**config.mk**
```make
export PLATFORM = sky130hd
export DESIGN_NAME = double_ended_queue
export DESIGN_NICKNAME = d
export VERILOG_FILES = /design/src/dq_pkg.sv /design/src/dq_ctrl.sv /design/src/dq_datapath.sv /design/src/double_ended_queue.sv
export SDC_FILE = /design/constraint.sdc
export NUM_CORES = 2
export LEC_CHECK = 0
export BUFFER_PORTS_ARGS = -buffer_cell sky130_fd_sc_hd__buf_2
export CORE_ASPECT_RATIO = 1.2
export CORE_MARGIN = 2
export CORE_UTILIZATION = 30
export CTS_CLUSTER_DIAMETER = 150
export DETAILED_ROUTE_END_ITERATION = 10
export PLACE_DENSITY = 0.47
export SLEW_MARGIN = 25
export SYNTH_ARGS = -nofsm -noshare
export SYNTH_HDL_FRONTEND = slang
export SYNTH_SLANG_ARGS = --single-unit
export TNS_END_PERCENT = 20
```
**constraint.sdc**
```tcl
create_clock -name clk -period 4.55 [get_ports clk]
set_input_delay 0.2275 -clock clk [delete_from_list [all_inputs] [get_ports clk]]
set_output_delay 0.2275 -clock clk [all_outputs]
set_load 0.1 [all_outputs]
```
**src/dq_pkg.sv**
```systemverilog
// shared types and codes for the double-ended queue
`timescale 1ns / 1ps

package dq_pkg;

  // command codes carried on the input channel
  typedef enum logic [2:0] {
    CMD_PUSH_FRONT = 3'd0,
    CMD_PUSH_BACK  = 3'd1,
    CMD_SHOW       = 3'd2,
    CMD_POP_FRONT  = 3'd3,
    CMD_POP_BACK   = 3'd4
  } cmd_e;

  // result status codes
  typedef enum logic [1:0] {
    ST_OK    = 2'd0,
    ST_EMPTY = 2'd1,
    ST_FULL  = 2'd2,
    ST_DATA  = 2'd3
  } status_e;

  // controller states
  typedef enum logic [2:0] {
    S_IDLE = 3'b001,
    S_READ = 3'b010,
    S_EMIT = 3'b100
  } state_t;

  // commands from controller to datapath
  typedef struct packed {
    logic    push_front;
    logic    push_back;
    logic    pop_front;
    logic    pop_back;
    logic    resp_load;
    status_e resp_status;
    logic    walk_clear;
    logic    walk_read;
    logic    walk_emit;
  } dq_cmd_t;

  // status from datapath to controller
  typedef struct packed {
    logic empty;
    logic full;
    logic walk_last;
    logic out_free;
  } dq_sts_t;

endpackage

```
**src/dq_ctrl.sv**
```systemverilog
// controller state machine for the double-ended queue
`timescale 1ns / 1ps

module dq_ctrl
  import dq_pkg::*;
(
  input  logic       clk,
  input  logic       rst_n,
  input  logic       in_tvalid,
  output logic       in_tready,
  input  logic [2:0] in_cmd,
  input  dq_sts_t    sts,
  output dq_cmd_t    cmd
);

  state_t state_r, state_nxt;
  logic   accept;

  assign in_tready = (state_r == S_IDLE) && sts.out_free;
  assign accept    = in_tvalid && in_tready;

  // state register
  always_ff @(posedge clk) begin
    if (!rst_n) begin
      state_r <= S_IDLE;
    end else begin
      state_r <= state_nxt;
    end
  end

  // next state and command decode
  always_comb begin
    state_nxt = state_r;
    cmd       = '0;
    cmd.resp_status = ST_OK;
    unique case (state_r)
      S_IDLE: begin
        if (accept) begin
          unique case (in_cmd) inside
            CMD_PUSH_FRONT, CMD_PUSH_BACK: begin
              cmd.resp_load = 1'b1;
              if (sts.full) begin
                cmd.resp_status = ST_FULL;
              end else begin
                cmd.push_front = (in_cmd == CMD_PUSH_FRONT);
                cmd.push_back  = (in_cmd == CMD_PUSH_BACK);
              end
            end
            CMD_POP_FRONT, CMD_POP_BACK: begin
              cmd.resp_load = 1'b1;
              if (sts.empty) begin
                cmd.resp_status = ST_EMPTY;
              end else begin
                cmd.pop_front = (in_cmd == CMD_POP_FRONT);
                cmd.pop_back  = (in_cmd == CMD_POP_BACK);
              end
            end
            CMD_SHOW: begin
              if (sts.empty) begin
                cmd.resp_load   = 1'b1;
                cmd.resp_status = ST_EMPTY;
              end else begin
                cmd.walk_clear = 1'b1;
                state_nxt      = S_READ;
              end
            end
            default: begin
              // unused codes are dropped without a result
            end
          endcase
        end
      end
      S_READ: begin
        cmd.walk_read = 1'b1;
        state_nxt     = S_EMIT;
      end
      S_EMIT: begin
        if (sts.out_free) begin
          cmd.walk_emit = 1'b1;
          state_nxt     = sts.walk_last ? S_IDLE : S_READ;
        end
      end
      default: begin
        state_nxt = S_IDLE;
      end
    endcase
  end

endmodule

```
**src/dq_datapath.sv**
```systemverilog
// ring store, pointers and output register of the double-ended queue
`timescale 1ns / 1ps

module dq_datapath
  import dq_pkg::*;
#(
  parameter int DEPTH = 64
) (
  input  logic               clk,
  input  logic               rst_n,
  input  logic signed [31:0] in_value,
  input  dq_cmd_t            cmd,
  output dq_sts_t            sts,
  output logic               out_tvalid,
  input  logic               out_tready,
  output logic signed [31:0] out_data,
  output logic [1:0]         out_status,
  output logic               out_last
);

  localparam int IDX_W = $clog2(DEPTH);
  localparam int CNT_W = $clog2(DEPTH + 1);
  localparam logic [CNT_W-1:0] DEPTH_C = CNT_W'(DEPTH);
  localparam logic [CNT_W:0]   DEPTH_S = (CNT_W + 1)'(DEPTH);
  localparam logic [IDX_W-1:0] LAST_IDX = IDX_W'(DEPTH - 1);

  logic [31:0]       mem [DEPTH];
  logic [IDX_W-1:0]  front_r;
  logic [CNT_W-1:0]  count_r;
  logic [CNT_W-1:0]  idx_r;
  logic [31:0]       rd_data_r;
  logic              out_valid_r;
  logic [31:0]       out_data_r;
  status_e           out_status_r;
  logic              out_last_r;

  logic [IDX_W-1:0]  front_dec;
  logic [IDX_W-1:0]  front_inc;
  logic [IDX_W-1:0]  back_addr;
  logic [IDX_W-1:0]  rd_addr;
  logic [IDX_W-1:0]  wr_addr;
  logic              wr_en;

  // ring position base + off, off never above DEPTH
  function automatic logic [IDX_W-1:0] ring_add(input logic [IDX_W-1:0] base,
                                                input logic [CNT_W-1:0] off);
    logic [CNT_W:0] sum;
    sum = {{(CNT_W + 1 - IDX_W){1'b0}}, base} + {1'b0, off};
    if (sum >= DEPTH_S) begin
      sum = sum - DEPTH_S;
    end
    return sum[IDX_W-1:0];
  endfunction

  // address generation
  assign front_dec = (front_r == '0) ? LAST_IDX : front_r - 1'b1;
  assign front_inc = (front_r == LAST_IDX) ? '0 : front_r + 1'b1;
  assign back_addr = ring_add(front_r, count_r);
  assign rd_addr   = ring_add(front_r, idx_r);
  assign wr_en     = cmd.push_front || cmd.push_back;
  assign wr_addr   = cmd.push_front ? front_dec : back_addr;

  // status back to the controller
  assign sts.empty     = (count_r == '0);
  assign sts.full      = (count_r == DEPTH_C);
  assign sts.walk_last = ((idx_r + 1'b1) == count_r);
  assign sts.out_free  = !out_valid_r || out_tready;

  // ring store with registered read
  always_ff @(posedge clk) begin
    if (wr_en) begin
      mem[wr_addr] <= in_value;
    end
    if (cmd.walk_read) begin
      rd_data_r <= mem[rd_addr];
    end
  end

  // front pointer, fill count and walk index
  always_ff @(posedge clk) begin
    if (!rst_n) begin
      front_r <= '0;
      count_r <= '0;
      idx_r   <= '0;
    end else begin
      if (cmd.push_front) begin
        front_r <= front_dec;
      end else if (cmd.pop_front) begin
        front_r <= front_inc;
      end
      if (wr_en) begin
        count_r <= count_r + 1'b1;
      end else if (cmd.pop_front || cmd.pop_back) begin
        count_r <= count_r - 1'b1;
      end
      if (cmd.walk_clear) begin
        idx_r <= '0;
      end else if (cmd.walk_emit) begin
        idx_r <= idx_r + 1'b1;
      end
    end
  end

  // output valid flag
  always_ff @(posedge clk) begin
    if (!rst_n) begin
      out_valid_r <= 1'b0;
    end else if (cmd.resp_load || cmd.walk_emit) begin
      out_valid_r <= 1'b1;
    end else if (out_tready) begin
      out_valid_r <= 1'b0;
    end
  end

  // output payload
  always_ff @(posedge clk) begin
    if (cmd.resp_load) begin
      out_data_r   <= '0;
      out_status_r <= cmd.resp_status;
      out_last_r   <= 1'b1;
    end else if (cmd.walk_emit) begin
      out_data_r   <= rd_data_r;
      out_status_r <= ST_DATA;
      out_last_r   <= sts.walk_last;
    end
  end

  assign out_tvalid = out_valid_r;
  assign out_data   = out_data_r;
  assign out_status = out_status_r;
  assign out_last   = out_last_r;

endmodule

```
**src/double_ended_queue.sv**
```systemverilog
// top level of the bounded double-ended queue
//
// Input channel in_*: one transaction carries one command (in_tuser) and a
// push value (in_tdata). Output channel out_*: each result carries a stored
// value (out_tdata, zero unless it is a show data item), a status
// (out_tuser) and out_tlast on the final result of the command.
// Push and pop results are registered on the edge that accepts the command
// and show on the next cycle. Show walks the ring store through its single
// registered read port, entry by entry (read, then load the output register;
// an output stall holds the walk); input is held off (in_tready low) for the
// whole walk.
// A new command is accepted in the cycle its predecessor's result is taken.
// Unused command codes are accepted and produce no result.
// Reset (rst_n low, synchronous) empties the queue and drops any pending
// result; stored values are not cleared. When the receiver stalls, the
// result holds in the output register and no further command is accepted.
`timescale 1ns / 1ps

module double_ended_queue
  import dq_pkg::*;
#(
  parameter int DEPTH = 64
) (
  input  logic        clk,
  input  logic        rst_n,
  input  logic        in_tvalid,
  output logic        in_tready,
  input  logic [31:0] in_tdata,   // [31:0] value
  input  logic [2:0]  in_tuser,   // [2:0] cmd
  output logic        out_tvalid,
  input  logic        out_tready,
  output logic [31:0] out_tdata,  // [31:0] data
  output logic [1:0]  out_tuser,  // [1:0] status
  output logic        out_tlast
);

  dq_cmd_t cmd;
  dq_sts_t sts;
  logic    in_accept;

  assign in_accept = in_tvalid && in_tready;

  // controller
  dq_ctrl u_ctrl (
    .clk       (clk),
    .rst_n     (rst_n),
    .in_tvalid (in_tvalid),
    .in_tready (in_tready),
    .in_cmd    (in_tuser),
    .sts       (sts),
    .cmd       (cmd)
  );

  // datapath
  dq_datapath #(
    .DEPTH (DEPTH)
  ) u_datapath (
    .clk        (clk),
    .rst_n      (rst_n),
    .in_value   (in_tdata),
    .cmd        (cmd),
    .sts        (sts),
    .out_tvalid (out_tvalid),
    .out_tready (out_tready),
    .out_data   (out_tdata),
    .out_status (out_tuser),
    .out_last   (out_tlast)
  );

  // a successful push leaves the queue non-empty
  assert property (@(posedge clk) disable iff (!rst_n)
    in_accept && (in_tuser == CMD_PUSH_FRONT || in_tuser == CMD_PUSH_BACK) && !sts.full
    |=> !sts.empty)
    else $error("queue empty after successful push");

  // a push into a full queue reports full as a single result
  assert property (@(posedge clk) disable iff (!rst_n)
    in_accept && (in_tuser == CMD_PUSH_FRONT || in_tuser == CMD_PUSH_BACK) && sts.full
    |=> out_tvalid && out_tuser == ST_FULL && out_tlast)
    else $error("push into full queue did not report full");

  // a show of a non-empty queue holds off input while it walks
  assert property (@(posedge clk) disable iff (!rst_n)
    in_accept && in_tuser == CMD_SHOW && !sts.empty |=> !in_tready)
    else $error("input accepted during show walk");

  // status-only results carry zero data and the last mark
  assert property (@(posedge clk) disable iff (!rst_n)
    out_tvalid && out_tuser != ST_DATA |-> out_tdata == '0 && out_tlast)
    else $error("status result with data or without last mark");

endmodule
```
==> key figures <==
Synth
  • Yosys warnings: 0
  • Ys flop type: edfxtp_1
  • Synthesized cell area: 83,850 um2
  • Number of unique standard cell types used by synthesis: 83
  • Flip-flop and latch count after synthesis: 2,139
  • Syn_nets: 4,050
  • Number of flops mapped to enable cells by yosys: 2,082
  • Async S/R FF share, synth: 0
  • Cells after synthesis: 3,988
  • Sequential-to-total area share from yosys stat: 0.7592
  • Avg Inst Size Synth: 21.03 um2

Setup path
  • WP data arrival: 4.78 ns
  • CP startpoint kind: flip-flop
  • Crit path capture type: flip-flop
  • CP Cell Sequence: ha_4 -> fa_4 -> buf_12 -> mux4_2 -> nor2b_1 -> a221oi_1 -> buf_4 -> a21oi_1 -> o22ai_1 -> nor4_1
  • Reg2reg setup slack: 0.34 ns
  • CP Max Fanout: 22
  • Worst path slowest cell: fa_4
  • Crit path largest cell delay: 1.13 ns
  • WP data required: 5.12 ns
  • WS Path Type: flip-flop to flip-flop

Timing
  • Setup-failing EPs final: 0
  • Fmax: 0.2375 GHz
  • Least-Margin Pin Slew: 1.017 ns
  • Worst slew margin: 0.3147
  • Skew final: 0.07135 ns
  • Fin. max-slew vios: 0
  • Hold Violations, Final: 0
  • TNS Setup: 0 ns
  • Final min period: 4.211 ns
  • RSZ-0062 raised after global routing: false
  • Tcrit/Tclk final: 0.9255
  • Worst Slack Setup Final: 0.3392 ns

Global route
  • Number of global-route vias before repair: 43,360
  • Met1 Use GR: 0.2209
  • Initial antenna violation count: 16
  • Largest net degree at the start of global routing: 65
  • Most Crowded Layer GR: met2
  • GR Util met3: 0.02763
  • Met2 global-route usage: 0.2782
  • First-pass GRT wire length: 336.5 mm
  • Remaining global-route overflow: 0
  • Gr usage total: 0.1656

Drt
  • DR DRC count: 0
  • DR iter-0 viols: 3,850
  • Vias/cell: 5.077
  • ANT nets after route: 0
  • DR pass1 iterations: 5
  • Total vias in the final route: 41,160
  • Wire per inst: 29.35 um
  • WL final: 238.0 mm

Power and ir drop
  • Part of the power in registers: 0.497
  • Total net switching power: 10.60 mW
  • Power per cell area: 451.0 nW/um2
  • Switching fraction of total power: 0.2404
  • Internal power: 33.51 mW
  • Max rail drop VDD: 0.2897 mV
  • Clock share of power: 0.388
  • Pleak: 29.22 nW
  • Comb pwr share: 0.115

Floorplan
  • Die W: 486.6 um
  • DIE HEIGHT: 583.1 um
  • Core box area: 278,000 um2
  • # IOs: 76
  • Initial Util: 0.3016
  • Full die area: 283,800 um2
  • Rows: 212

CTS
  • Clk buf depth: 4
  • Clk_lat worst skew: 0.90 ns
  • Post-CTS setup buffer count: 0
  • H-tree level count: 4
  • CTS root buf: clkbuf_16
  • CTS Buf Count: 218
  • TritonCTS clock tree: built
  • Clock transition at path regs: 0.06 ns
  • Clock Sinks: 2,139

Place
  • Dpl hpwl: 140.0 mm
  • Placer Congestion: 0.7814
  • Area after detailed placement: 91,080 um2
  • Buffers on Ports: 75
  • Setup WS pre-CTS: 0.2575 ns

Run
  • Max Cap Viol: 0

Finish
  • Syn-to-layout area delta: 16.65%
  • Final net count: 4,364
  • Fin area: 97,810 um2
  • Fill cells: 25,790
  • Layout cells sized above 1: 0.2915

Status
  • Status: complete, no violations

Min path
  • Hold WC Path Type: input pin to flip-flop
## state kept, by name, summed over array words and instances (netlist names)
| signal | cells |
|---|---|
| u_ctrl.state_r | 3 |
| u_datapath.count_r | 7 |
| u_datapath.front_r | 6 |
| u_datapath.idx_r | 7 |
| u_datapath.mem | 2048 |
| u_datapath.out_data | 32 |
| u_datapath.out_last | 1 |
| u_datapath.out_status | 2 |
| u_datapath.out_tvalid | 1 |
| u_datapath.rd_data_r | 32 |
## cells in the mapped netlist (4+ instances only)
| library cell | number | area share |
|---|---|---|
| a211oi_1 | 4 | 0.00036 |
| a21o_1 | 8 | 0.00072 |
| a21oi_1 | 84 | 0.0050 |
| a221oi_1 | 64 | 0.0067 |
| a22o_1 | 32 | 0.0033 |
| and2_1 | 4 | 0.00030 |
| and3_1 | 7 | 0.00052 |
| buf_1 | 11 | 0.00049 |
| buf_2 | 86 | 0.0051 |
| buf_4 | 39 | 0.0035 |
| buf_6 | 9 | 0.0012 |
| clkbuf_1 | 96 | 0.0043 |
| dfxtp_1 | 57 | 0.014 |
| edfxtp_1 | 2082 | 0.75 |
| ha_1 | 20 | 0.0030 |
| inv_1 | 14 | 0.00063 |
| mux2_2 | 63 | 0.0085 |
| mux2i_1 | 100 | 0.012 |
| mux4_2 | 512 | 0.14 |
| nand2_1 | 25 | 0.0011 |
| nand2b_1 | 5 | 0.00037 |
| nand3_1 | 151 | 0.0090 |
| nand3_2 | 4 | 0.00048 |
| nand4_1 | 7 | 0.00052 |
| nor2_1 | 160 | 0.0072 |
| nor2b_1 | 72 | 0.0054 |
| nor3_1 | 8 | 0.00048 |
| nor3b_1 | 4 | 0.00036 |
| nor4_1 | 29 | 0.0022 |
| nor4_2 | 7 | 0.0010 |
| o21ai_0 | 81 | 0.0048 |
| o22ai_1 | 34 | 0.0025 |
| or3_1 | 5 | 0.00037 |
| xnor2_1 | 17 | 0.0018 |
| xor2_1 | 13 | 0.0014 |
## logic make-up (layout without fill, tap and decap cells)
group / after synthesis / after routing / share of synthesized area
AND/OR/NAND/NOR: 510 / 510 / 0.03166
XOR/XNOR: 31 / 31 / 0.003328
multiplexers: 676 / 676 / 0.1581
flip-flops: 2139 / 2139 / 0.7592
AO/OA/AOI/OAI: 354 / 354 / 0.02875
other: 0 / 4 / 0
buffers and inverters: 255 / 733 / 0.01525
adder cells (fa/ha/maj): 23 / 23 / 0.003701
## worst paths after layout
| path | startpoint | end | cells after the start |
|---|---|---|---|
| max | u_datapath.front_r[0] | u_datapath.rd_data_r[4] | 10 |
| min | in_tdata[11] | u_datapath.mem[32][11] | 1 |
| max reg2reg | u_datapath.front_r[0] | u_datapath.rd_data_r[4] | 10 |
| min reg2reg | u_datapath.rd_data_r[30] | u_datapath.out_data[30] | 1 |
## power groups by stage
stage | logic, mW | registers [mW] | clock network [mW]
after floorplan | 3.09 | 22.3 | 0
after global placement | 5.12 | 22.3 | 0
after detailed placement | 5.15 | 22.3 | 0
after CTS | 5.17 | 21.9 | 17.6
after global routing | 5.45 | 21.9 | 18.2
final | 5.06 | 21.9 | 17.1
## critical path: cells and delay by family (launching register included)
family	cells	cell delay, ns
mux	1	0.35
flops	1	0.42
compound gates	3	0.94
fa+ha+maj	2	1.35
simple gates	2	0.33
buf+inv	2	0.47
## timing repair
action                     in CTS  in global routing
hold buffers                   11                  0
setup endpoints to repair       0                  1
hold endpoints to repair      172                  0
resized for setup               0                  1
## layout make-up
type	count	area, um2	share of cell area
multi-input cells	1594	19540	0.1998
flip-flops and latches	2139	63660	0.6509
clock buffers	266	5635	0.05762
diodes	4	10.01	0.0001023
inverters	14	52.55	0.0005373
repair buffers	335	3393	0.03469
clock inverters	118	967.2	0.009888
well taps	3638	4552	0.04654
## placed cells by master (no fill, tap or decap), types with 19 or more instances in the layout
cell | synthesis | final
o22ai_1 | 34 | 33
nor2_1 | 160 | 96
buf_4 | 39 | 166
nor2b_1 | 72 | 72
buf_12 | 0 | 83
nand2_1 | 25 | 25
clkbuf_1 | 96 | 48
nor2_4 | 2 | 66
edfxtp_1 | 2082 | 2082
a221oi_1 | 64 | 64
mux2i_1 | 100 | 100
nor4_1 | 29 | 29
o21ai_0 | 81 | 81
mux2_2 | 63 | 63
nand3_1 | 151 | 150
dfxtp_1 | 57 | 57
ha_1 | 20 | 19
buf_2 | 86 | 75
clkinv_1 | 0 | 52
mux4_2 | 512 | 512
clkbuf_16 | 0 | 218
clkinv_2 | 0 | 33
a22o_1 | 32 | 32
a21oi_1 | 84 | 82
## through the flow
stage | power [mW] | util | hold slack, ns | instances
after floorplan | 25.42 | - | 0.3264 | 3988
after global placement | 27.45 | 0.3276 | 0.4509 | 7709
after detailed placement | 27.50 | 0.3276 | 0.4559 | 7709
after CTS | 44.66 | 0.3518 | 0.001483 | 8104
after global routing | 45.62 | 0.3518 | 0.04431 | 8105
final | 44.12 | 0.3519 | 0.02636 | 8108
## layer usage
layer	routed length (um)	vias up
li1	-	17310
met1	102000	22490
met2	117400	1027
met3	12240	335
met4	6309	4
met5	23	-
Note: power is estimated with default switching activity, not from simulation.
